<file path="src/hmin_pkg.sv">
package hmin_pkg;

	localparam int BLANK_HOLD_DEPTH  = 32;
	localparam int PREFIX_HOLD_DEPTH = 16;
	localparam int LEVEL_BITS        = 8;
	localparam int QUEUE_DEPTH       = 4;

	typedef enum logic [2:0] {
		M_TEXT, M_LTHOLD, M_COMMENT, M_TSTART, M_TPRE, M_TNAME, M_TREST, M_DECIDE
	} mode_t;

	typedef enum logic [1:0] {OP_BYTE, OP_MARK, OP_END} op_kind_t;

	typedef struct packed {
		op_kind_t   kind;
		logic [7:0] data;
	} op_t;

	localparam logic [7:0] CH_LT    = 8'h3C;
	localparam logic [7:0] CH_GT    = 8'h3E;
	localparam logic [7:0] CH_SLASH = 8'h2F;
	localparam logic [7:0] CH_BANG  = 8'h21;
	localparam logic [7:0] CH_DASH  = 8'h2D;
	localparam logic [7:0] CH_SP    = 8'h20;
	localparam logic [7:0] CH_SQ    = 8'h27;
	localparam logic [7:0] CH_DQ    = 8'h22;
	localparam logic [7:0] CH_COLON = 8'h3A;

	localparam logic [63:0] KW_WORD [4] = '{"pre", "textarea", "script", "style"};
	localparam logic [3:0]  KW_LEN  [4] = '{4'd3, 4'd8, 4'd6, 4'd5};

	function automatic logic is_blank(input logic [7:0] b);
		return (b == CH_SP) || (b >= 8'd9 && b <= 8'd13);
	endfunction

	function automatic logic is_namech(input logic [7:0] b);
		return (b >= "a" && b <= "z") || (b >= "A" && b <= "Z") ||
			(b >= "0" && b <= "9") || (b == CH_DASH) || (b == CH_COLON);
	endfunction

	function automatic logic [7:0] to_lower(input logic [7:0] b);
		return (b >= "A" && b <= "Z") ? b + 8'd32 : b;
	endfunction

	function automatic logic [7:0] kw_char(input logic [1:0] k, input logic [3:0] i);
		logic [3:0] pos;
		pos = KW_LEN[k] - 4'd1 - i;
		return KW_WORD[k][{pos[2:0], 3'b000} +: 8];
	endfunction

	function automatic logic [3:0] name_step(input logic [3:0] cand, input logic [3:0] nl,
		input logic [7:0] b);
		logic [3:0] c;
		c = cand;
		for (int k = 0; k < 4; k++) begin
			if (c[k] && !(nl < KW_LEN[k] && to_lower(b) == kw_char(2'(k), nl)))
				c[k] = 1'b0;
		end
		return c;
	endfunction

	function automatic logic [3:0] name_finish(input logic [3:0] cand, input logic [3:0] nl);
		logic [3:0] c;
		c = cand;
		for (int k = 0; k < 4; k++) begin
			if (KW_LEN[k] != nl)
				c[k] = 1'b0;
		end
		return c;
	endfunction

endpackage

</file>
<file path="src/hmin_ram.sv">
module hmin_ram #(
	parameter int WIDTH = 8,
	parameter int DEPTH = 32
) (
	input  logic                     clk,
	input  logic                     we,
	input  logic [$clog2(DEPTH)-1:0] waddr,
	input  logic [WIDTH-1:0]         wdata,
	input  logic [$clog2(DEPTH)-1:0] raddr,
	output logic [WIDTH-1:0]         rdata
);

	logic [WIDTH-1:0] mem [DEPTH];

	always_ff @(posedge clk) begin
		if (we)
			mem[waddr] <= wdata;
		rdata <= mem[raddr];
	end

endmodule

</file>
<file path="src/hmin_fifo.sv">
module hmin_fifo (
	input  logic           clk,
	input  logic           arst_n,
	input  logic           push,
	input  hmin_pkg::op_t  push_op,
	output logic           full,
	output logic           valid,
	output hmin_pkg::op_t  head_op,
	input  logic           pop
);

	localparam int PW = $clog2(hmin_pkg::QUEUE_DEPTH);
	localparam int CW = $clog2(hmin_pkg::QUEUE_DEPTH + 1);

	hmin_pkg::op_t slot_q [hmin_pkg::QUEUE_DEPTH];
	logic [PW-1:0] wr_q, rd_q;
	logic [CW-1:0] cnt_q;
	logic          do_push, do_pop;

	assign full    = cnt_q == CW'(hmin_pkg::QUEUE_DEPTH);
	assign valid   = cnt_q != '0;
	assign head_op = slot_q[rd_q];
	assign do_push = push && !full;
	assign do_pop  = pop && valid;

	always_ff @(posedge clk) begin
		if (do_push)
			slot_q[wr_q] <= push_op;
	end

	always_ff @(posedge clk or negedge arst_n) begin
		if (!arst_n) begin
			wr_q  <= '0;
			rd_q  <= '0;
			cnt_q <= '0;
		end else begin
			if (do_push)
				wr_q <= wr_q + PW'(1);
			if (do_pop)
				rd_q <= rd_q + PW'(1);
			if (do_push && !do_pop)
				cnt_q <= cnt_q + CW'(1);
			else if (do_pop && !do_push)
				cnt_q <= cnt_q - CW'(1);
		end
	end

endmodule

</file>
<file path="src/hmin_front.sv">
module hmin_front #(
	parameter int PREFIX_HOLD_DEPTH = hmin_pkg::PREFIX_HOLD_DEPTH,
	parameter int LEVEL_BITS        = hmin_pkg::LEVEL_BITS
) (
	input  logic          clk,
	input  logic          arst_n,
	input  logic          in_valid,
	output logic          in_ready,
	input  logic [7:0]    in_data,
	input  logic          in_last,
	output logic          push,
	output hmin_pkg::op_t push_op,
	input  logic          q_full
);

	localparam int PC_W = $clog2(PREFIX_HOLD_DEPTH + 1);
	localparam int IX_W = $clog2(PREFIX_HOLD_DEPTH);
	localparam logic [LEVEL_BITS-1:0] LEVEL_TOP = '1;

	typedef enum logic [2:0] {P_IDLE, P_FEED, P_REPLAY, P_VERB, P_FIN, P_END} phase_t;

	typedef struct packed {
		hmin_pkg::mode_t mode;
		logic            closing;
		logic [3:0]      nl;
		logic [3:0]      cand;
		logic            qopen;
		logic            qdbl;
		logic            sw;
	} tag_ctx_t;

	localparam tag_ctx_t CTX_RST = '{mode: hmin_pkg::M_TEXT, closing: 1'b0, nl: 4'd0,
		cand: 4'hF, qopen: 1'b0, qdbl: 1'b0, sw: 1'b0};

	phase_t                phase_q, n_phase;
	tag_ctx_t              ctx_q, n_ctx, tc;
	logic [LEVEL_BITS-1:0] level_q, n_level;
	logic                  pend_q, n_pend;
	logic [1:0]            cprog_q, n_cprog;
	logic [PC_W-1:0]       pc_q, n_pc, idx_q, n_idx;
	logic                  follow_q, n_follow;
	logic [7:0]            prev_q, n_prev;
	logic                  any_q, n_any;
	logic [7:0]            cur_q;
	logic                  last_q;
	logic [7:0]            hold_q [PREFIX_HOLD_DEPTH];

	logic       hold_we;
	logic [7:0] tb, t_eb, emit_b;
	logic       took, t_dbl, t_em, t_inc, t_dec;
	logic       emit_v, mark_v, end_v, go, nm;
	logic [3:0] cand_f, cand_s;
	phase_t     done_phase;

	assign in_ready   = (phase_q == P_IDLE) && !q_full;
	assign go         = !q_full;
	assign done_phase = last_q ? P_FIN : P_IDLE;

	always_comb begin
		tb    = (phase_q == P_REPLAY) ? hold_q[idx_q[IX_W-1:0]] : cur_q;
		tc    = ctx_q;
		took  = 1'b0;
		t_em  = 1'b0;
		t_eb  = tb;
		t_inc = 1'b0;
		t_dec = 1'b0;
		t_dbl = tb == hmin_pkg::CH_DQ;
		if (tc.mode == hmin_pkg::M_TSTART) begin
			tc.mode = hmin_pkg::M_TPRE;
			if (tb == hmin_pkg::CH_SLASH) begin
				tc.closing = 1'b1;
				took       = 1'b1;
			end
		end
		if (!took && tc.mode == hmin_pkg::M_TPRE) begin
			if (hmin_pkg::is_namech(tb)) begin
				tc.cand = hmin_pkg::name_step(tc.cand, tc.nl, tb);
				tc.nl   = tc.nl + 4'(tc.nl != 4'd15);
				tc.mode = hmin_pkg::M_TNAME;
			end else if (!hmin_pkg::is_blank(tb)) begin
				tc.cand = hmin_pkg::name_finish(tc.cand, tc.nl);
				tc.mode = hmin_pkg::M_TREST;
			end
		end else if (!took && tc.mode == hmin_pkg::M_TNAME) begin
			if (hmin_pkg::is_namech(tb)) begin
				tc.cand = hmin_pkg::name_step(tc.cand, tc.nl, tb);
				tc.nl   = tc.nl + 4'(tc.nl != 4'd15);
			end else begin
				tc.cand = hmin_pkg::name_finish(tc.cand, tc.nl);
				tc.mode = hmin_pkg::M_TREST;
			end
		end
		if (tb == hmin_pkg::CH_SQ || tb == hmin_pkg::CH_DQ) begin
			t_em = 1'b1;
			if (tc.qopen && tc.qdbl == t_dbl) begin
				tc.qopen = 1'b0;
			end else if (!tc.qopen) begin
				tc.qopen = 1'b1;
				tc.qdbl  = t_dbl;
			end
			tc.sw = 1'b0;
		end else if (!tc.qopen && hmin_pkg::is_blank(tb)) begin
			if (!tc.sw) begin
				tc.sw = 1'b1;
				t_em  = 1'b1;
				t_eb  = hmin_pkg::CH_SP;
			end
		end else if (!tc.qopen && tb == hmin_pkg::CH_GT) begin
			t_em = 1'b1;
			if (tc.cand != 4'd0) begin
				if (tc.closing)
					t_dec = 1'b1;
				else
					t_inc = 1'b1;
			end
			tc.mode = hmin_pkg::M_TEXT;
		end else begin
			t_em  = 1'b1;
			tc.sw = 1'b0;
		end
	end

	always_comb begin
		n_phase  = phase_q;
		n_ctx    = ctx_q;
		n_level  = level_q;
		n_pend   = pend_q;
		n_cprog  = cprog_q;
		n_pc     = pc_q;
		n_idx    = idx_q;
		n_follow = follow_q;
		hold_we  = 1'b0;
		emit_v   = 1'b0;
		emit_b   = cur_q;
		mark_v   = 1'b0;
		end_v    = 1'b0;
		nm       = hmin_pkg::is_namech(cur_q);
		cand_f   = hmin_pkg::name_finish(ctx_q.cand, ctx_q.nl);
		cand_s   = hmin_pkg::name_step(ctx_q.cand, ctx_q.nl, cur_q);
		case (phase_q)
			P_IDLE: begin
				if (in_valid && !q_full) begin
					mark_v  = in_last;
					n_phase = P_FEED;
				end
			end
			P_FEED: begin
				if (go) begin
					case (ctx_q.mode)
						hmin_pkg::M_TEXT: begin
							n_phase = done_phase;
							if (cur_q == hmin_pkg::CH_LT) begin
								n_pend = 1'b0;
								n_ctx  = CTX_RST;
								n_pc   = '0;
								if (level_q == '0) begin
									n_ctx.mode = hmin_pkg::M_LTHOLD;
								end else begin
									emit_v     = 1'b1;
									emit_b     = hmin_pkg::CH_LT;
									n_ctx.mode = hmin_pkg::M_DECIDE;
								end
							end else if (level_q != '0) begin
								emit_v = 1'b1;
							end else if (hmin_pkg::is_blank(cur_q)) begin
								n_pend = any_q && prev_q != 8'd0 && prev_q != hmin_pkg::CH_GT;
							end else if (pend_q && cur_q != 8'd0) begin
								emit_v  = 1'b1;
								emit_b  = hmin_pkg::CH_SP;
								n_pend  = 1'b0;
								n_phase = P_FEED;
							end else begin
								n_pend = 1'b0;
								emit_v = 1'b1;
							end
						end
						hmin_pkg::M_LTHOLD: begin
							hold_we = 1'b1;
							n_pc    = pc_q + PC_W'(1);
							n_phase = done_phase;
							if (cur_q != ((pc_q == '0) ? hmin_pkg::CH_BANG : hmin_pkg::CH_DASH)) begin
								emit_v     = 1'b1;
								emit_b     = hmin_pkg::CH_LT;
								n_ctx.mode = hmin_pkg::M_TSTART;
								n_ctx.nl   = 4'd0;
								n_ctx.cand = 4'hF;
								n_idx      = '0;
								n_follow   = 1'b0;
								n_phase    = P_REPLAY;
							end else if (pc_q >= PC_W'(2)) begin
								n_pc       = '0;
								n_cprog    = 2'd0;
								n_ctx.mode = hmin_pkg::M_COMMENT;
							end
						end
						hmin_pkg::M_COMMENT: begin
							n_phase = done_phase;
							if (cur_q == hmin_pkg::CH_DASH) begin
								if (cprog_q != 2'd2)
									n_cprog = cprog_q + 2'd1;
							end else if (cur_q == hmin_pkg::CH_GT && cprog_q == 2'd2) begin
								n_cprog    = 2'd0;
								n_ctx.mode = hmin_pkg::M_TEXT;
							end else begin
								n_cprog = 2'd0;
							end
						end
						hmin_pkg::M_DECIDE: begin
							if (pc_q == '0 && cur_q == hmin_pkg::CH_SLASH) begin
								n_ctx.mode = hmin_pkg::M_TSTART;
							end else if (nm || (hmin_pkg::is_blank(cur_q) && ctx_q.nl == 4'd0)) begin
								if (pc_q >= PC_W'(PREFIX_HOLD_DEPTH)) begin
									n_idx    = '0;
									n_follow = 1'b1;
									n_phase  = P_VERB;
								end else begin
									hold_we = 1'b1;
									n_pc    = pc_q + PC_W'(1);
									n_phase = done_phase;
									if (nm) begin
										n_ctx.cand = cand_s;
										n_ctx.nl   = ctx_q.nl + 4'(ctx_q.nl != 4'd15);
										if (cand_s == 4'd0) begin
											n_idx    = '0;
											n_follow = 1'b0;
											n_phase  = P_VERB;
										end
									end
								end
							end else begin
								n_idx    = '0;
								n_follow = 1'b1;
								if (cand_f != 4'd0) begin
									n_ctx.mode = hmin_pkg::M_TSTART;
									n_ctx.nl   = 4'd0;
									n_ctx.cand = 4'hF;
									n_phase    = P_REPLAY;
								end else begin
									n_ctx.cand = cand_f;
									n_phase    = P_VERB;
								end
							end
						end
						default: begin
							n_ctx   = tc;
							emit_v  = t_em;
							emit_b  = t_eb;
							n_phase = done_phase;
							if (t_dec && level_q != '0)
								n_level = level_q - LEVEL_BITS'(1);
							if (t_inc && level_q != LEVEL_TOP)
								n_level = level_q + LEVEL_BITS'(1);
						end
					endcase
				end
			end
			P_REPLAY: begin
				if (go) begin
					if (idx_q < pc_q) begin
						n_ctx  = tc;
						emit_v = t_em;
						emit_b = t_eb;
						n_idx  = idx_q + PC_W'(1);
						if (t_dec && level_q != '0)
							n_level = level_q - LEVEL_BITS'(1);
						if (t_inc && level_q != LEVEL_TOP)
							n_level = level_q + LEVEL_BITS'(1);
					end else begin
						n_pc    = '0;
						n_idx   = '0;
						n_phase = follow_q ? P_FEED : done_phase;
					end
				end
			end
			P_VERB: begin
				if (go) begin
					if (idx_q < pc_q) begin
						emit_v = 1'b1;
						emit_b = hold_q[idx_q[IX_W-1:0]];
						n_idx  = idx_q + PC_W'(1);
					end else begin
						n_pc       = '0;
						n_idx      = '0;
						n_ctx.mode = hmin_pkg::M_TEXT;
						n_phase    = follow_q ? P_FEED : done_phase;
					end
				end
			end
			P_FIN: begin
				if (go) begin
					n_idx    = '0;
					n_follow = 1'b0;
					if (ctx_q.mode == hmin_pkg::M_LTHOLD) begin
						emit_v     = 1'b1;
						emit_b     = hmin_pkg::CH_LT;
						n_ctx.mode = hmin_pkg::M_TSTART;
						n_ctx.nl   = 4'd0;
						n_ctx.cand = 4'hF;
						n_phase    = P_REPLAY;
					end else if (ctx_q.mode == hmin_pkg::M_DECIDE) begin
						if (cand_f != 4'd0) begin
							n_ctx.mode = hmin_pkg::M_TSTART;
							n_ctx.nl   = 4'd0;
							n_ctx.cand = 4'hF;
							n_phase    = P_REPLAY;
						end else begin
							n_ctx.cand = cand_f;
							n_phase    = P_VERB;
						end
					end else begin
						n_phase = P_END;
					end
				end
			end
			P_END: begin
				if (go) begin
					end_v    = 1'b1;
					n_ctx    = CTX_RST;
					n_level  = '0;
					n_pend   = 1'b0;
					n_cprog  = 2'd0;
					n_pc     = '0;
					n_idx    = '0;
					n_follow = 1'b0;
					n_phase  = P_IDLE;
				end
			end
			default: n_phase = P_IDLE;
		endcase
		n_prev = emit_v ? emit_b : prev_q;
		n_any  = any_q || emit_v;
		if (end_v) begin
			n_prev = 8'd0;
			n_any  = 1'b0;
		end
	end

	always_comb begin
		push         = emit_v || mark_v || end_v;
		push_op.data = emit_b;
		if (end_v) begin
			push_op.kind = hmin_pkg::OP_END;
			push_op.data = 8'd0;
		end else if (mark_v) begin
			push_op.kind = hmin_pkg::OP_MARK;
			push_op.data = 8'd0;
		end else begin
			push_op.kind = hmin_pkg::OP_BYTE;
		end
	end

	always_ff @(posedge clk) begin
		if (hold_we)
			hold_q[pc_q[IX_W-1:0]] <= cur_q;
		if (phase_q == P_IDLE && in_valid && !q_full) begin
			cur_q  <= in_data;
			last_q <= in_last;
		end
	end

	always_ff @(posedge clk or negedge arst_n) begin
		if (!arst_n) begin
			phase_q  <= P_IDLE;
			ctx_q    <= CTX_RST;
			level_q  <= '0;
			pend_q   <= 1'b0;
			cprog_q  <= 2'd0;
			pc_q     <= '0;
			idx_q    <= '0;
			follow_q <= 1'b0;
			prev_q   <= 8'd0;
			any_q    <= 1'b0;
		end else begin
			phase_q  <= n_phase;
			ctx_q    <= n_ctx;
			level_q  <= n_level;
			pend_q   <= n_pend;
			cprog_q  <= n_cprog;
			pc_q     <= n_pc;
			idx_q    <= n_idx;
			follow_q <= n_follow;
			prev_q   <= n_prev;
			any_q    <= n_any;
		end
	end

endmodule

</file>
<file path="src/hmin_back.sv">
module hmin_back #(
	parameter int BLANK_HOLD_DEPTH = hmin_pkg::BLANK_HOLD_DEPTH
) (
	input  logic          clk,
	input  logic          arst_n,
	input  logic          q_valid,
	input  hmin_pkg::op_t q_op,
	output logic          q_pop,
	output logic          out_valid,
	input  logic          out_ready,
	output logic [7:0]    out_byte,
	output logic          out_flag,
	output logic          out_end
);

	localparam int AW = $clog2(BLANK_HOLD_DEPTH);
	localparam int CW = $clog2(BLANK_HOLD_DEPTH + 1);

	typedef enum logic [1:0] {B_IDLE, B_RD, B_OUT} bstate_t;

	bstate_t       st_q, n_st;
	logic [AW-1:0] head_q, tail_q;
	logic [CW-1:0] cnt_q;
	logic          one_q, n_one;
	logic          pend_v_q;
	logic [7:0]    pend_q;
	logic [7:0]    rdata, give_b;
	logic          out_free, can_give, we, give_v, fin, mflush, rel;

	assign out_free = !out_valid || out_ready;
	assign can_give = !pend_v_q || out_free;

	hmin_ram #(.WIDTH(8), .DEPTH(BLANK_HOLD_DEPTH)) u_blank_ram (
		.clk   (clk),
		.we    (we),
		.waddr (tail_q),
		.wdata (q_op.data),
		.raddr (head_q),
		.rdata (rdata)
	);

	always_comb begin
		n_st   = st_q;
		n_one  = one_q;
		q_pop  = 1'b0;
		we     = 1'b0;
		give_v = 1'b0;
		give_b = rdata;
		fin    = 1'b0;
		mflush = 1'b0;
		rel    = 1'b0;
		case (st_q)
			B_IDLE: begin
				if (q_valid) begin
					case (q_op.kind)
						hmin_pkg::OP_END: begin
							if (out_free) begin
								fin   = 1'b1;
								q_pop = 1'b1;
							end
						end
						hmin_pkg::OP_MARK: begin
							if (!pend_v_q) begin
								q_pop = 1'b1;
							end else if (out_free) begin
								mflush = 1'b1;
								q_pop  = 1'b1;
							end
						end
						hmin_pkg::OP_BYTE: begin
							if (hmin_pkg::is_blank(q_op.data)) begin
								if (cnt_q == CW'(BLANK_HOLD_DEPTH)) begin
									n_one = 1'b1;
									n_st  = B_RD;
								end else begin
									we    = 1'b1;
									q_pop = 1'b1;
								end
							end else if (cnt_q != '0) begin
								n_one = 1'b0;
								n_st  = B_RD;
							end else if (can_give) begin
								give_v = 1'b1;
								give_b = q_op.data;
								q_pop  = 1'b1;
							end
						end
						default: q_pop = 1'b1;
					endcase
				end
			end
			B_RD: n_st = B_OUT;
			B_OUT: begin
				if (can_give) begin
					give_v = 1'b1;
					rel    = 1'b1;
					n_st   = (one_q || cnt_q == CW'(1)) ? B_IDLE : B_RD;
				end
			end
			default: n_st = B_IDLE;
		endcase
	end

	always_ff @(posedge clk or negedge arst_n) begin
		if (!arst_n) begin
			st_q      <= B_IDLE;
			one_q     <= 1'b0;
			head_q    <= '0;
			tail_q    <= '0;
			cnt_q     <= '0;
			pend_v_q  <= 1'b0;
			pend_q    <= 8'd0;
			out_valid <= 1'b0;
			out_byte  <= 8'd0;
			out_flag  <= 1'b0;
			out_end   <= 1'b0;
		end else begin
			st_q  <= n_st;
			one_q <= n_one;
			if ((give_v && pend_v_q) || mflush) begin
				out_valid <= 1'b1;
				out_byte  <= pend_q;
				out_flag  <= 1'b1;
				out_end   <= 1'b0;
			end else if (fin) begin
				out_valid <= 1'b1;
				out_byte  <= pend_v_q ? pend_q : 8'd0;
				out_flag  <= pend_v_q;
				out_end   <= 1'b1;
			end else if (out_valid && out_ready) begin
				out_valid <= 1'b0;
			end
			if (give_v) begin
				pend_q   <= give_b;
				pend_v_q <= 1'b1;
			end
			if (mflush)
				pend_v_q <= 1'b0;
			if (we) begin
				tail_q <= (tail_q == AW'(BLANK_HOLD_DEPTH - 1)) ? '0 : tail_q + AW'(1);
				cnt_q  <= cnt_q + CW'(1);
			end
			if (rel) begin
				head_q <= (head_q == AW'(BLANK_HOLD_DEPTH - 1)) ? '0 : head_q + AW'(1);
				cnt_q  <= cnt_q - CW'(1);
			end
			if (fin) begin
				pend_v_q <= 1'b0;
				head_q   <= '0;
				tail_q   <= '0;
				cnt_q    <= '0;
			end
		end
	end

endmodule

</file>
<file path="src/html_minify_stream_core.sv">
// channel  | handshake               | tdata                | tuser          | tlast
// s_axis   | s_axis_tvalid/_tready   | [7:0] data_byte      | -              | last
// m_axis   | m_axis_tvalid/_tready   | [7:0] out_byte       | [0] byte_valid | end_of_output
//
// An input item is taken in the idle phase and parsed in the feed phase, which repeats
// for an extra emitted byte; held tag prefixes replay at one byte a cycle while the op
// queue has room, then take a closing step. The last item of a document adds a flush
// and an end-item phase. Held blanks leave via a read and an output state (registered RAM).
// Reset clears all control state; the blank RAM needs no clearing pass.
// Either side may stall; the four-entry op queue and the output register absorb it.
module html_minify_stream_core #(
	parameter int BLANK_HOLD_DEPTH  = hmin_pkg::BLANK_HOLD_DEPTH,
	parameter int PREFIX_HOLD_DEPTH = hmin_pkg::PREFIX_HOLD_DEPTH,
	parameter int LEVEL_BITS        = hmin_pkg::LEVEL_BITS
) (
	input  logic       clk,
	input  logic       arst_n,
	input  logic       s_axis_tvalid,
	output logic       s_axis_tready,
	input  logic [7:0] s_axis_tdata,   // [7:0] data_byte
	input  logic       s_axis_tlast,
	output logic       m_axis_tvalid,
	input  logic       m_axis_tready,
	output logic [7:0] m_axis_tdata,   // [7:0] out_byte
	output logic [0:0] m_axis_tuser,   // [0] byte_valid
	output logic       m_axis_tlast
);

	logic          push, q_full, q_valid, q_pop;
	hmin_pkg::op_t push_op, head_op;

	hmin_front #(
		.PREFIX_HOLD_DEPTH (PREFIX_HOLD_DEPTH),
		.LEVEL_BITS        (LEVEL_BITS)
	) u_front (
		.clk      (clk),
		.arst_n   (arst_n),
		.in_valid (s_axis_tvalid),
		.in_ready (s_axis_tready),
		.in_data  (s_axis_tdata),
		.in_last  (s_axis_tlast),
		.push     (push),
		.push_op  (push_op),
		.q_full   (q_full)
	);

	hmin_fifo u_fifo (
		.clk     (clk),
		.arst_n  (arst_n),
		.push    (push),
		.push_op (push_op),
		.full    (q_full),
		.valid   (q_valid),
		.head_op (head_op),
		.pop     (q_pop)
	);

	hmin_back #(.BLANK_HOLD_DEPTH(BLANK_HOLD_DEPTH)) u_back (
		.clk       (clk),
		.arst_n    (arst_n),
		.q_valid   (q_valid),
		.q_op      (head_op),
		.q_pop     (q_pop),
		.out_valid (m_axis_tvalid),
		.out_ready (m_axis_tready),
		.out_byte  (m_axis_tdata),
		.out_flag  (m_axis_tuser[0]),
		.out_end   (m_axis_tlast)
	);

endmodule

</file>
<file path="config.mk">
export PLATFORM = sky130hd
export DESIGN_NAME = html_minify_stream_core
export DESIGN_NICKNAME = d
export VERILOG_FILES = /design/src/hmin_pkg.sv /design/src/hmin_ram.sv /design/src/hmin_fifo.sv /design/src/hmin_front.sv /design/src/hmin_back.sv /design/src/html_minify_stream_core.sv
export SDC_FILE = /design/constraint.sdc
export NUM_CORES = 1
export LEC_CHECK = 0
export BUFFER_PORTS_ARGS = -buffer_cell sky130_fd_sc_hd__buf_2
export CAP_MARGIN = 20
export CORE_ASPECT_RATIO = 1.1
export CORE_MARGIN = 3
export CORE_UTILIZATION = 60
export DETAILED_ROUTE_END_ITERATION = 12
export PLACE_DENSITY = 0.76
export SKIP_CTS_REPAIR_TIMING = 1
export SYNTH_ARGS = -nofsm -noshare
export SYNTH_HDL_FRONTEND = slang
export SYNTH_HIERARCHICAL = 1
export SYNTH_SLANG_ARGS = --single-unit
</file>
<file path="constraint.sdc">
create_clock -name clk -period 14.9 [get_ports clk]
set_input_delay 0.745 -clock clk [delete_from_list [all_inputs] [get_ports clk]]
set_output_delay 0.745 -clock clk [all_outputs]
set_load 0.01 [all_outputs]
</file>
==> results by group, run 1 <==
Outcome
  – Status: completed

Place
  – Dpl hpwl: 44.8 mm
  – DP Cell Count: between 2000 and 3000
  – Placement Cell Area: 26800 um^2
  – I/O Buffers: 24
  – Routability cong.: 0.989
  – Setup WS pre-CTS: 7.46 ns

Timing
  – Final Critical Period: 7.68 ns
  – Setup-failing EPs final: 0
  – Tightest Pin Transition: 1.03 ns
  – Setup_tns: 0 ns
  – Final slew viol count: 0
  – Rel. slew slack: 0.316
  – Fin. Hold Viols: 0
  – Final worst slack: roughly 7 ns
  – Highest clock rate: ~130 MHz
  – RSZ-0062 raised after global routing: false
  – Period utilisation layout: 0.516
  – Final Skew: around 0.017 ns

Clock network
  – Htree depth: 2
  – CTS clk-pin slew, worst paths: 0.07 ns
  – CTS tree: done
  – CTS Buf Count: 51
  – Clk_lat worst skew: approximately 0.6 ns
  – CTS sink cnt: 536
  – Worst-case clock buffer depth: 3
  – CTS root buffer: clkbuf_16

Pwr
  – Sequential power share: 0.382
  – Int Pwr: between 3 and 4 mW
  – Power Density: about 200 nW/um^2
  – Total power: 5.77 mW
  – Worst VDD drop: 0.000152 V
  – Pleak: 9.77 nW
  – Clock share of power: 0.221
  – Switching Share: 0.382
  – P_sw: 2.21 mW
  – Combinational Power Share: 0.396

Global route
  – Vias in the first global route: 17300
  – Gr usage total: 0.305
  – First-pass GRT wire length: ~110 mm
  – Largest net degree at the start of global routing: 70
  – Antenna violations before repair: 0
  – GRT overflow: 0

Setup path
  – Crit path depth: 27
  – Worst R2R Path Depth: 27
  – Worst Path Arrival: 8.22 ns
  – WP buf/inv: 3
  – Slowest stage delay, CP: approximately 0.83 ns
  – CP startpoint kind: flop
  – Crit-path max FO: 30
  – Most used cell, CP: a21o_1
  – CP delay by family, top: compound AO/OA/AOI/OAI gates
  – Critical path class: reg2reg
  – Worst Setup End Kind: flop
  – CP max stage cell: dfrtp_2
  – CP required: between 15 and 20 ns

Yosys
  – Async S/R FF share, synth: 0.177
  – Synth Net Count: 2068
  – Synth top area share: 0.496
  – Area leader, netlist: edfxtp_1
  – Post-synthesis cell area: 26200 um^2
  – EDFF count, synth: 433
  – Dominant register cell in the synthesized netlist: edfxtp_1
  – Ys Warns: 6
  – Top post-synthesis cells by area: edfxtp_1, dfrtp_1, mux4_2
  – Post-synthesis area per instance: 13.1 um^2
  – Register area share after synthesis: 0.593
  – Synth Register Bits: around 540
  – Mapped Cells: about 2000
  – Distinct cell type count after synthesis: 108

Route
  – Per-cell routed wire length: 27.0 um
  – Via Count: 17700
  – Initial DRC Count: 1976
  – Vias/cell: a little under 7
  – Post-Route WL: 70.2 mm
  – Post-DRT Antenna Nets: 0
  – Drt first pass iters: 6
  – Post-route DRC: 0

Final layout
  – N_diodes: 0
  – NumNets Final: 2060
  – Ratio of cells with drive above 1 in the final layout: 0.144
  – P&R area growth vs syn: 8.18%
  – Fin cells: 2598
  – Final instance area: 28400 um^2

Floorplan
  – DIE AREA: 46300 um^2
  – Row cnt: 79
  – Chip height: 225 um
  – Core area: approximately 43000 um^2
  – Initial core utilization: 0.614
  – Top Ports: 25
  – Die width: 205 um

Min path
  – Hold Path Class: in2async

Run
  – Max-Cap Viols: 0
## sequential cells by signal (all words and copies together) (netlist names), 15 cells and up
name	count
u_front/ctx_q	15
u_front/hold_q	128
u_fifo/slot_q	40
u_back/u_blank_ram/mem	256
## routing by layer
| layer | track usage | vias up | part of all wire |
|---|---|---|---|
| met4 | 0.114 | 0 | 0.044 |
| met2 | 0.522 | 919 | 0.50 |
| met1 | 0.402 | 8884 | 0.38 |
| met3 | 0.0435 | 218 | 0.074 |
| li1 | - | 7691 | - |
| met5 | 0 | - | 0 |
## cell usage after synthesis (7+ instances only)
library cell and count:
xor2_1 17, inv_1 45, nor2_1 181, a21o_1 11
buf_1 12, a22o_1 14, and2_1 17, a22oi_1 28
nand4_1 20, dfxtp_1 8, a211oi_1 9, nand2_1 171
o31ai_1 12, nor3_1 43, a221oi_1 10, o22ai_1 10
mux2_2 21, nor4_1 16, nand2b_1 22, mux2i_1 67
mux2_4 8, xnor2_1 20, nor2b_1 28, and3_1 14
dfrtp_1 91, edfxtp_1 433, a31oi_1 30, a21oi_1 81
mux4_2 94, buf_2 13, o21ai_0 94, clkbuf_1 68
nand3_1 51, buf_4 10, ha_1 50, o211ai_1 9
o21a_1 7
## placed cells by master (no fill, tap or decap), types with 7 or more instances in the layout
master,instances
a211oi_1,9
a21o_1,11
a21oi_1,81
a221oi_1,10
a22o_1,14
a22oi_1,28
a31oi_1,30
and2_1,17
and3_1,14
buf_2,24
buf_4,24
clkbuf_1,13
clkbuf_16,51
clkinv_1,7
clkinv_2,7
dfrtp_1,88
dfxtp_1,8
edfxtp_1,433
ha_1,50
inv_1,45
mux2_2,21
mux2_4,8
mux2i_1,67
mux4_2,94
nand2_1,171
nand2b_1,22
nand3_1,51
nand4_1,20
nor2_1,181
nor2b_1,28
nor3_1,43
nor4_1,16
o211ai_1,9
o21a_1,7
o21ai_0,94
o22ai_1,10
o31ai_1,12
xnor2_1,20
xor2_1,17
## through the flow
step                 util  hold WS (ns)
finish              0.665         0.160
global route        0.665         0.202
CTS                 0.664         0.164
detailed placement  0.626         0.450
global placement    0.625         0.442
floorplan               -         0.429
## power groups by stage
stage / combinational [mW] / clock (mW) / sequential (mW)
final: 2.29 / 1.28 / 2.21
after global routing: 2.47 / 1.35 / 2.23
after CTS: 2.25 / 1.30 / 2.20
after detailed placement: 2.22 / 0 / 2.23
after global placement: 2.15 / 0 / 2.22
after floorplan: 1.65 / 0 / 2.14
## worst register-to-register path: stages, from the launching register on
cell and delay [ns]:
dfrtp_2 0.83, buf_4 0.55, mux2i_1 0.21, a221oi_1 0.32, nand2_1 0.15, o211a_1 0.32
inv_1 0.38, ha_1 0.26, and3_1 0.15, nand4b_1 0.14, o22a_1 0.26, a21o_1 0.18
a2111oi_0 0.70, mux2_4 0.29, or4_4 0.16, nand2_1 0.09, nor2_1 0.24, inv_1 0.18
ha_1 0.32, a21o_1 0.19, a21o_1 0.19, a21o_1 0.17, a21oi_1 0.17, nor2b_1 0.08
o21ai_0 0.15, nand2b_1 0.13, a2111oi_0 0.63, a2bb2oi_1 0.19
## logic make-up after synthesis
kind of cell / Yosys count / share of synthesized area
AO/OA/AOI/OAI: 403 / 0.105
adder cells (fa/ha/maj): 52 / 0.0254
flip-flops: 536 / 0.593
multiplexers: 190 / 0.120
AND/OR/NAND/NOR: 625 / 0.117
XOR/XNOR: 37 / 0.0124
buffers and inverters: 160 / 0.0279
## cell type report
type | count | area (um^2)
clock buffer | 66 | 1350
sequential | 536 | 15600
multi-input combinational | 1307 | 9960
timing repair buffer | 50 | 355
tap | 567 | 709
fill | 2982 | 14300
inverter | 49 | 184
clock inverter | 23 | 270
## worst paths after layout
| check | startpoint | endpoint | slack (ns) |
|---|---|---|---|
| max in group asynchronous | arst_n | u_front/idx_q[0] | 13.59 |
| worst max register to register | u_front/idx_q[0] | u_front/level_q[7] | 7.22 |
| min in group clk | s_axis_tdata[1] | u_front/cur_q[1] | 0.31 |
| worst min-delay path | arst_n | u_back/out_byte[5] | 0.16 |
| worst max-delay path | u_front/idx_q[0] | u_front/level_q[7] | 7.22 |
| worst min register to register | u_back/u_blank_ram/rdata[0] | u_back/pend_q[0] | 0.47 |
Note: power is estimated with default switching activity, not from simulation.
==> inputs of run 2 (changes only) <==
==> constraint.sdc (replaced) <==
create_clock -name clk -period 7.95 [get_ports clk]
set_input_delay 0.3975 -clock clk [delete_from_list [all_inputs] [get_ports clk]]
set_output_delay 0.3975 -clock clk [all_outputs]
set_load 0.01 [all_outputs]
==> run 2 against run 1 <==
  * Utilization rose by 0.80 points
  * Worst setup slack lost 6.6 ns
  * Critical path type unchanged
  * Hold slack better by 0.12 ns
  * Critical path depth unchanged
  * Fmax grew 5.5%
==> results by group, run 2 (synthesized netlist as in run 1, its figures left out) <==
Floorplan
  – Row cnt: 79 (unchanged)
  – Die width: 205 um (unchanged)
  – Initial core utilization: 0.614 (unchanged)
  – Chip height: 225 um (unchanged)
  – Top Ports: 25 (unchanged)
  – Core area: 42700 um^2 (unchanged)
  – DIE AREA: 46300 um^2 (unchanged)

Pwr
  – Worst VDD drop: 0.000233 V (was 0.000152 V)
  – Pleak: 9.95 nW (was 9.77 nW)
  – Power Density: 384 nW/um^2 (was 203 nW/um^2)
  – Switching Share: 0.374 (was 0.382)
  – Sequential power share: 0.378 (was 0.382)
  – Combinational Power Share: 0.387 (was 0.396)
  – Clock share of power: 0.235 (was 0.221)
  – P_sw: 4.13 mW (was 2.21 mW)
  – Int Pwr: 6.91 mW (was 3.56 mW)

Route
  – Post-DRT Antenna Nets: 0 (unchanged)
  – Drt first pass iters: 7 (was 6)
  – Per-cell routed wire length: 26.6 um (was 27.0 um)
  – Initial DRC Count: 1818 (was 1976)
  – Post-route DRC: 0 (unchanged)
  – Post-Route WL: 69.7 mm (was 70.2 mm)
  – Vias/cell: 6.78 (was 6.82)
  – Via Count: 17800 (was 17700)

Setup path
  – CP max stage cell: dfrtp_2 (unchanged)
  – Critical path class: reg2reg (unchanged)
  – CP required: 8.42 ns (was 15.44 ns)
  – Worst Setup End Kind: flop (unchanged)
  – Worst Path Arrival: 7.75 ns (was 8.22 ns)
  – Most used cell, CP: a21o_1 (unchanged)
  – CP delay by family, top: simple AND/OR/NAND/NOR gates (was compound AO/OA/AOI/OAI gates)
  – Slowest stage delay, CP: 0.90 ns (was 0.83 ns)
  – WP buf/inv: 2 (was 3)
  – CP startpoint kind: flop (unchanged)
  – Crit-path max FO: 29 (was 30)

Timing
  – Final Skew: 0.0262 ns (was 0.0171 ns)
  – RSZ-0062 raised after global routing: false (unchanged)
  – Tightest Pin Transition: 1.04 ns (was 1.03 ns)
  – Highest clock rate: 137 MHz (was 130 MHz)
  – Final slew viol count: 0 (unchanged)
  – Final Critical Period: 7.29 ns (was 7.68 ns)
  – Period utilisation layout: 0.917 (was 0.516)
  – Setup_tns: 0 ns (unchanged)
  – Setup-failing EPs final: 0 (unchanged)
  – Rel. slew slack: 0.301 (was 0.316)
  – Fin. Hold Viols: 0 (unchanged)

Run
  – Max-Cap Viols: 0 (unchanged)

Clock network
  – CTS root buffer: clkbuf_16 (unchanged)
  – Worst-case clock buffer depth: 3 (unchanged)
  – Htree depth: 2 (unchanged)
  – CTS Buf Count: 51 (unchanged)
  – CTS sink cnt: 536 (unchanged)
  – CTS tree: done (unchanged)
  – Clk_lat worst skew: 0.61 ns (about the same)
  – CTS clk-pin slew, worst paths: 0.07 ns (about the same)

Final layout
  – N_diodes: 0 (unchanged)
  – Fin cells: 2626 (was 2598)
  – Commonest non-fill, non-tap cells in the layout: edfxtp_1, nor2_1, nand2_1 (unchanged)
  – P&R area growth vs syn: 9.48% (was 8.18%)
  – NumNets Final: 2081 (was 2060)
  – Max reg flops: 256 (unchanged)
  – Ratio of cells with drive above 1 in the final layout: 0.150 (was 0.144)
  – Most common cell after layout, fill and taps aside: edfxtp_1 (unchanged)
  – Register name with the most flops: u_back/u_blank_ram/mem (unchanged)
  – Fillers: 2898 (was 2982)

Outcome
  – Status: completed (unchanged)

Place
  – DP Cell Count: 2519 (was 2508)
  – Dpl hpwl: 45.9 mm (was 44.8 mm)
  – I/O Buffers: 24 (unchanged)
  – Routability cong.: 0.956 (was 0.989)

Global route
  – Vias in the first global route: 17400 (was 17300)
  – Antenna violations before repair: 0 (unchanged)
  – First-pass GRT wire length: 106 mm (was 107 mm)
  – Largest net degree at the start of global routing: 68 (was 70)
  – Gr usage total: 0.303 (was 0.305)
  – GRT overflow: 0 (unchanged)

Min path
  – Hold Path Class: in2async (unchanged)
[run 2: worst paths after layout]
| kind | start | endpoint | slack (ns) | cells after the start |
|---|---|---|---|---|
| worst max-delay path | u_front/idx_q[0] | u_front/level_q[7] | 0.66 | 27 |
| worst min-delay path | arst_n | u_back/out_byte[6] | 0.28 | 2 |
| worst max register to register | u_front/idx_q[0] | u_front/level_q[7] | 0.66 | 27 |
| worst min register to register | u_back/u_blank_ram/rdata[7] | u_back/pend_q[7] | 0.46 | 2 |
| max in group asynchronous | arst_n | u_front/idx_q[0] | 6.38 | 3 |
| min in group clk | m_axis_tready | u_back/out_valid | 0.37 | 3 |
[run 2: power by group through the flow]
| stage | clock [mW] | sequential [mW] | combinational (mW) |
|---|---|---|---|
| floorplan | 0 | 4.02 | 3.10 |
| global placement | 0 | 4.21 | 4.00 |
| detailed placement | 0 | 4.22 | 4.13 |
| CTS | 2.64 | 4.17 | 4.20 |
| global route | 2.74 | 4.21 | 4.61 |
| finish | 2.60 | 4.17 | 4.27 |
[run 2: area by class of cell]
cell class,instances,area [um^2],share of cell area
flip-flops and latches,536,15600,0.541
multi-input cells,1307,9960,0.347
clock buffers,75,1460,0.0509
well taps,567,709,0.0247
repair buffers,71,518,0.0180
clock inverters,21,340,0.0118
inverters,49,184,0.00640
[run 2: worst register-to-register path, stage by stage (launching register included)]
cell and delay [ns]:
dfrtp_2 0.90, buf_4 0.55, nor2b_1 0.30, a22oi_1 0.19, a22oi_1 0.20, o221ai_1 0.20
nor4_4 0.39, mux2_2 0.38, o32ai_1 0.13, and4bb_2 0.34, nor2_4 0.26, mux2_2 0.40
or4_4 0.54, nand2_1 0.12, nor2_1 0.10, inv_1 0.21, ha_1 0.28, a21o_1 0.18
a21o_1 0.19, a21o_1 0.17, a21oi_1 0.16, nor2b_1 0.08, o21ai_0 0.15, nand2b_1 0.13
nor4_1 0.25, a21oi_1 0.13, o21ai_0 0.16, a2bb2oi_1 0.09
[run 2: per-layer routing]
layer	wire (um)	GRT usage
met5	0	0
met4	3590	0.125
met3	5340	0.0443
met2	34500	0.514
met1	26300	0.397
[run 2: per-stage QoR]
stage / utilization / hold slack, ns / instance area, um^2 / setup WS (ns) / power [mW]
finish: 0.673 / 0.284 / 28700 / 0.663 / 11.0
CTS: 0.670 / -0.280 / 28600 / 0.711 / 11.0
detailed placement: 0.628 / 0.339 / 26800 / 0.718 / 8.35
floorplan: - / 0.102 / 26200 / 2.00 / 7.12
global placement: 0.627 / 0.336 / 26800 / 0.928 / 8.21
global route: 0.673 / 0.319 / 28700 / 0.0469 / 11.6
==> inputs of run 3 (changes only) <==
--- a/config.mk
+++ b/config.mk
@@ -15,5 +15,4 @@
 export SKIP_CTS_REPAIR_TIMING = 1
 export SYNTH_ARGS = -nofsm -noshare
 export SYNTH_HDL_FRONTEND = slang
-export SYNTH_HIERARCHICAL = 1
 export SYNTH_SLANG_ARGS = --single-unit
==> run 3 against run 2 <==
  * Sequential cell count is the same
  * Power fell by 7.7%
  * Global-route usage is 0.35 points higher
  * Sequential share of layout area rose by 0.85 points
  * Clock skew rose by 0.0072 ns
  * Worst setup slack better by 0.16 ns
  * Synthesized cell count down 1.1%
  * Critical endpoint is now u_front.level_q[7]
==> results by group, run 3 <==
Outcome
  – Status: completed (unchanged)

Setup path
  – Most used cell, CP: a21o_1 (unchanged)
  – Crit-path max FO: 19 (was 29)
  – Critical-path cell list: nor2b_1, a22oi_1, nand4_1, o211a_1, ha_1, nor4b_1, nand4b_2, a2bb2oi_2, o311a_4, a21o_1, or4_4, nand3_2, nor3_1, or2_2, ha_1, a21o_1, a21o_1, a21o_1, a21oi_1, o21bai_1, a21oi_1, xnor2_1, or4_1, o211ai_1
  – CP required: 8.46 ns (was 8.42 ns)
  – Slowest stage delay, CP: 0.80 ns (was 0.90 ns)
  – CP max stage cell: nor2b_1 (was dfrtp_2)
  – CP startpoint kind: flop (unchanged)
  – Critical path class: reg2reg (unchanged)
  – Worst Setup End Kind: flop (unchanged)
  – Worst Path Arrival: 7.64 ns (was 7.75 ns)

Yosys
  – Mapped Cells: 1980 (was 2003)
  – Ys Warns: 0 (was 6)
  – Compound-Gate Fraction of Synth Area: 0.0993 (was 0.105)
  – Area leader, netlist: edfxtp_1 (unchanged)
  – Adder-cell share of the synthesized area: 0.0257 (was 0.0254)
  – Synth top area share: 0.502 (was 0.496)
  – Synth top cells by count: edfxtp_1, nor2_1, nand2_1 (unchanged)
  – Distinct cell type count after synthesis: 95 (was 108)
  – Async S/R FF share, synth: 0.177 (unchanged)
  – Post-synthesis cell area: 25900 um^2 (was 26200 um^2)
  – Xor-xnor portion of the synthesized cell area: 0.0132 (was 0.0124)
  – Synth Register Bits: 536 (unchanged)
  – Synth Net Count: 2045 (was 2068)
  – Most frequent cell after synthesis: edfxtp_1 (unchanged)
  – Top post-synthesis cells by area: edfxtp_1, dfrtp_1, mux4_2 (unchanged)
  – EDFF count, synth: 433 (unchanged)
  – Dominant register cell in the synthesized netlist: edfxtp_1 (unchanged)
  – Post-synthesis area per instance: 13.1 um^2 (about the same)
  – Synth Area in Simple Gates: 0.117 (about the same)
  – Register area share after synthesis: 0.601 (was 0.593)
  – Post-synthesis mux area share: 0.117 (was 0.120)
  – Largest family of logic cells by synthesized area: simple AND/OR/NAND/NOR gates (was multiplexers)

Final layout
  – Reg area: 15600 um^2 (unchanged)
  – N_diodes: 0 (unchanged)
  – Most common cell after layout, fill and taps aside: edfxtp_1 (unchanged)
  – Fin cells: 2600 (was 2626)
  – Register name with the most flops: u_back.u_blank_ram.mem (was u_back/u_blank_ram/mem)
  – Ratio of cells with drive above 1 in the final layout: 0.141 (was 0.150)
  – P&R area growth vs syn: 9.27% (was 9.48%)
  – NumNets Final: 2056 (was 2081)
  – Combined area of the multi-input logic cells: 9630 um^2 (was 9960 um^2)
  – Fillers: 2975 (was 2898)
  – Final core occ: 0.665 (was 0.673)
  – Max reg flops: 256 (unchanged)
  – Commonest non-fill, non-tap cells in the layout: edfxtp_1, nor2_1, nand2_1 (unchanged)

Clock network
  – Clk_lat worst skew: 0.61 ns (about the same)
  – Worst-case clock buffer depth: 3 (unchanged)
  – Htree depth: 2 (unchanged)
  – CTS tree: done (unchanged)
  – CTS sink cnt: 536 (unchanged)
  – CTS root buffer: clkbuf_16 (unchanged)
  – CTS Buf Count: 50 (was 51)
  – CTS clk-pin slew, worst paths: 0.07 ns (about the same)

Pwr
  – Pleak: 9.61 nW (was 9.95 nW)
  – Power Density: 360 nW/um^2 (was 384 nW/um^2)
  – Total power: 10.2 mW (was 11.0 mW)
  – Worst VDD drop: 0.000243 V (was 0.000233 V)

Route
  – Post-Route WL: 69.3 mm (was 69.7 mm)
  – Initial DRC Count: 1797 (was 1818)
  – Post-route DRC: 0 (unchanged)
  – Per-cell routed wire length: 26.6 um (about the same)
  – Via Count: 17300 (was 17800)
  – Drt first pass iters: 6 (was 7)
  – Post-DRT Antenna Nets: 0 (unchanged)
  – Vias/cell: 6.66 (was 6.78)

Timing
  – Final slew viol count: 0 (unchanged)
  – Final Skew: 0.0334 ns (was 0.0262 ns)
  – Setup-failing EPs final: 0 (unchanged)
  – Rel. slew slack: 0.308 (was 0.301)
  – Tightest Pin Transition: 1.04 ns (about the same)
  – Highest clock rate: 140 MHz (was 137 MHz)
  – Setup_tns: 0 ns (unchanged)
  – RSZ-0062 raised after global routing: false (unchanged)
  – Fin. Hold Viols: 0 (unchanged)
  – Final worst slack: 0.821 ns (was 0.663 ns)
  – Final Critical Period: 7.13 ns (was 7.29 ns)
  – Period utilisation layout: 0.897 (was 0.917)

Global route
  – Largest net degree at the start of global routing: 71 (was 68)
  – Antenna violations before repair: 1 (was 0)
  – First-pass GRT wire length: 106 mm (about the same)
  – Vias in the first global route: 17200 (was 17400)
  – GRT overflow: 0 (unchanged)
  – Gr usage total: 0.306 (was 0.303)

Min path
  – Hold Path Class: in2reg (was in2async)

Place
  – DP Cell Count: 2490 (was 2519)
  – Dpl hpwl: 46.2 mm (was 45.9 mm)
  – Setup WS pre-CTS: 0.929 ns (was 0.718 ns)
  – I/O Buffers: 24 (unchanged)
  – Routability cong.: 0.973 (was 0.956)

Floorplan
  – Top Ports: 25 (unchanged)
  – Initial core utilization: 0.609 (was 0.614)
  – DIE AREA: 45700 um^2 (was 46300 um^2)
  – Core area: 42500 um^2 (was 42700 um^2)
  – Row cnt: 79 (unchanged)
  – Chip height: 224 um (was 225 um)
  – Die width: 204 um (was 205 um)

Run
  – Max-Cap Viols: 0 (unchanged)
run 3: cell types whose count changed in the layout (fill, tap and decap cells not counted), moves of 7 or more:
cell     before  now
mux2_4        8    0
buf_4        36   27
or3_1         6   13
nor2b_1      28   17
o22ai_1      10   26
xnor2_1      20   27
nor2_1      181  197
inv_1        45   52
a22o_1       14    6
a31oi_1      30   13
run 3: worst paths after layout:
check / from / endpoint / slack [ns] / depth (start not counted)
worst min register to register: u_back.out_byte[7] / u_back.out_byte[7] / 0.49 / 2
min in group asynchronous: arst_n / u_front.level_q[1] / 0.25 / 2
worst max register to register: u_front.idx_q[0] / u_front.level_q[7] / 0.82 / 24
worst min-delay path: m_axis_tready / u_back.out_valid / 0.12 / 3
max in group asynchronous: arst_n / u_back.head_q[0] / 6.40 / 3
worst max-delay path: u_front.idx_q[0] / u_front.level_q[7] / 0.82 / 24
run 3: cells by family after synthesis:
kind of cell               Yosys count
AOI/OAI and AO/OA                  385
xor gates and xnor gates            39
adders and majority gates           52
buffers and inverters              158
DFF                                536
muxes                              183
and+or+nand+nor                    627
run 3: layer usage:
metal	wire, um	global-route usage	up-vias
met2	35200	0.529	850
met3	4810	0.0459	192
met4	3150	0.116	2
met5	8	0	-
li1	-	-	7630
met1	26100	0.397	8635
run 3: critical path, delay by kind of cell (launching register included):
kind                       cells  cell delay [ns]
adders and majority gates      2             0.48
and+or+nand+nor                9             3.13
AOI/OAI and AO/OA             12             2.55
DFF                            1             0.75
xor gates and xnor gates       1             0.09
run 3: layout make-up:
class | instances | share of cell area
flip-flops and latches | 536 | 0.550
multi-input cells | 1286 | 0.341
clock buffers | 63 | 0.0474
well taps | 567 | 0.0251
repair buffers | 65 | 0.0165
clock inverters | 31 | 0.0137
inverters | 52 | 0.00690
run 3: per-stage QoR:
| step | hold WS (ns) | area (um^2) |
|---|---|---|
| final | 0.115 | 28300 |
| after global routing | 0.132 | 28300 |
| after CTS | -0.289 | 28100 |
| after detailed placement | 0.340 | 26400 |
| after global placement | 0.329 | 26400 |
| after floorplan | 0.102 | 25900 |
run 3: where the power goes:
part	total [mW]	switching (mW)	leakage (nW)	internal, mW
Clock	2.50	1.08	0.835	1.41
Sequential	4.16	0.366	5.18	3.79
Combinational	3.53	2.26	3.60	1.28
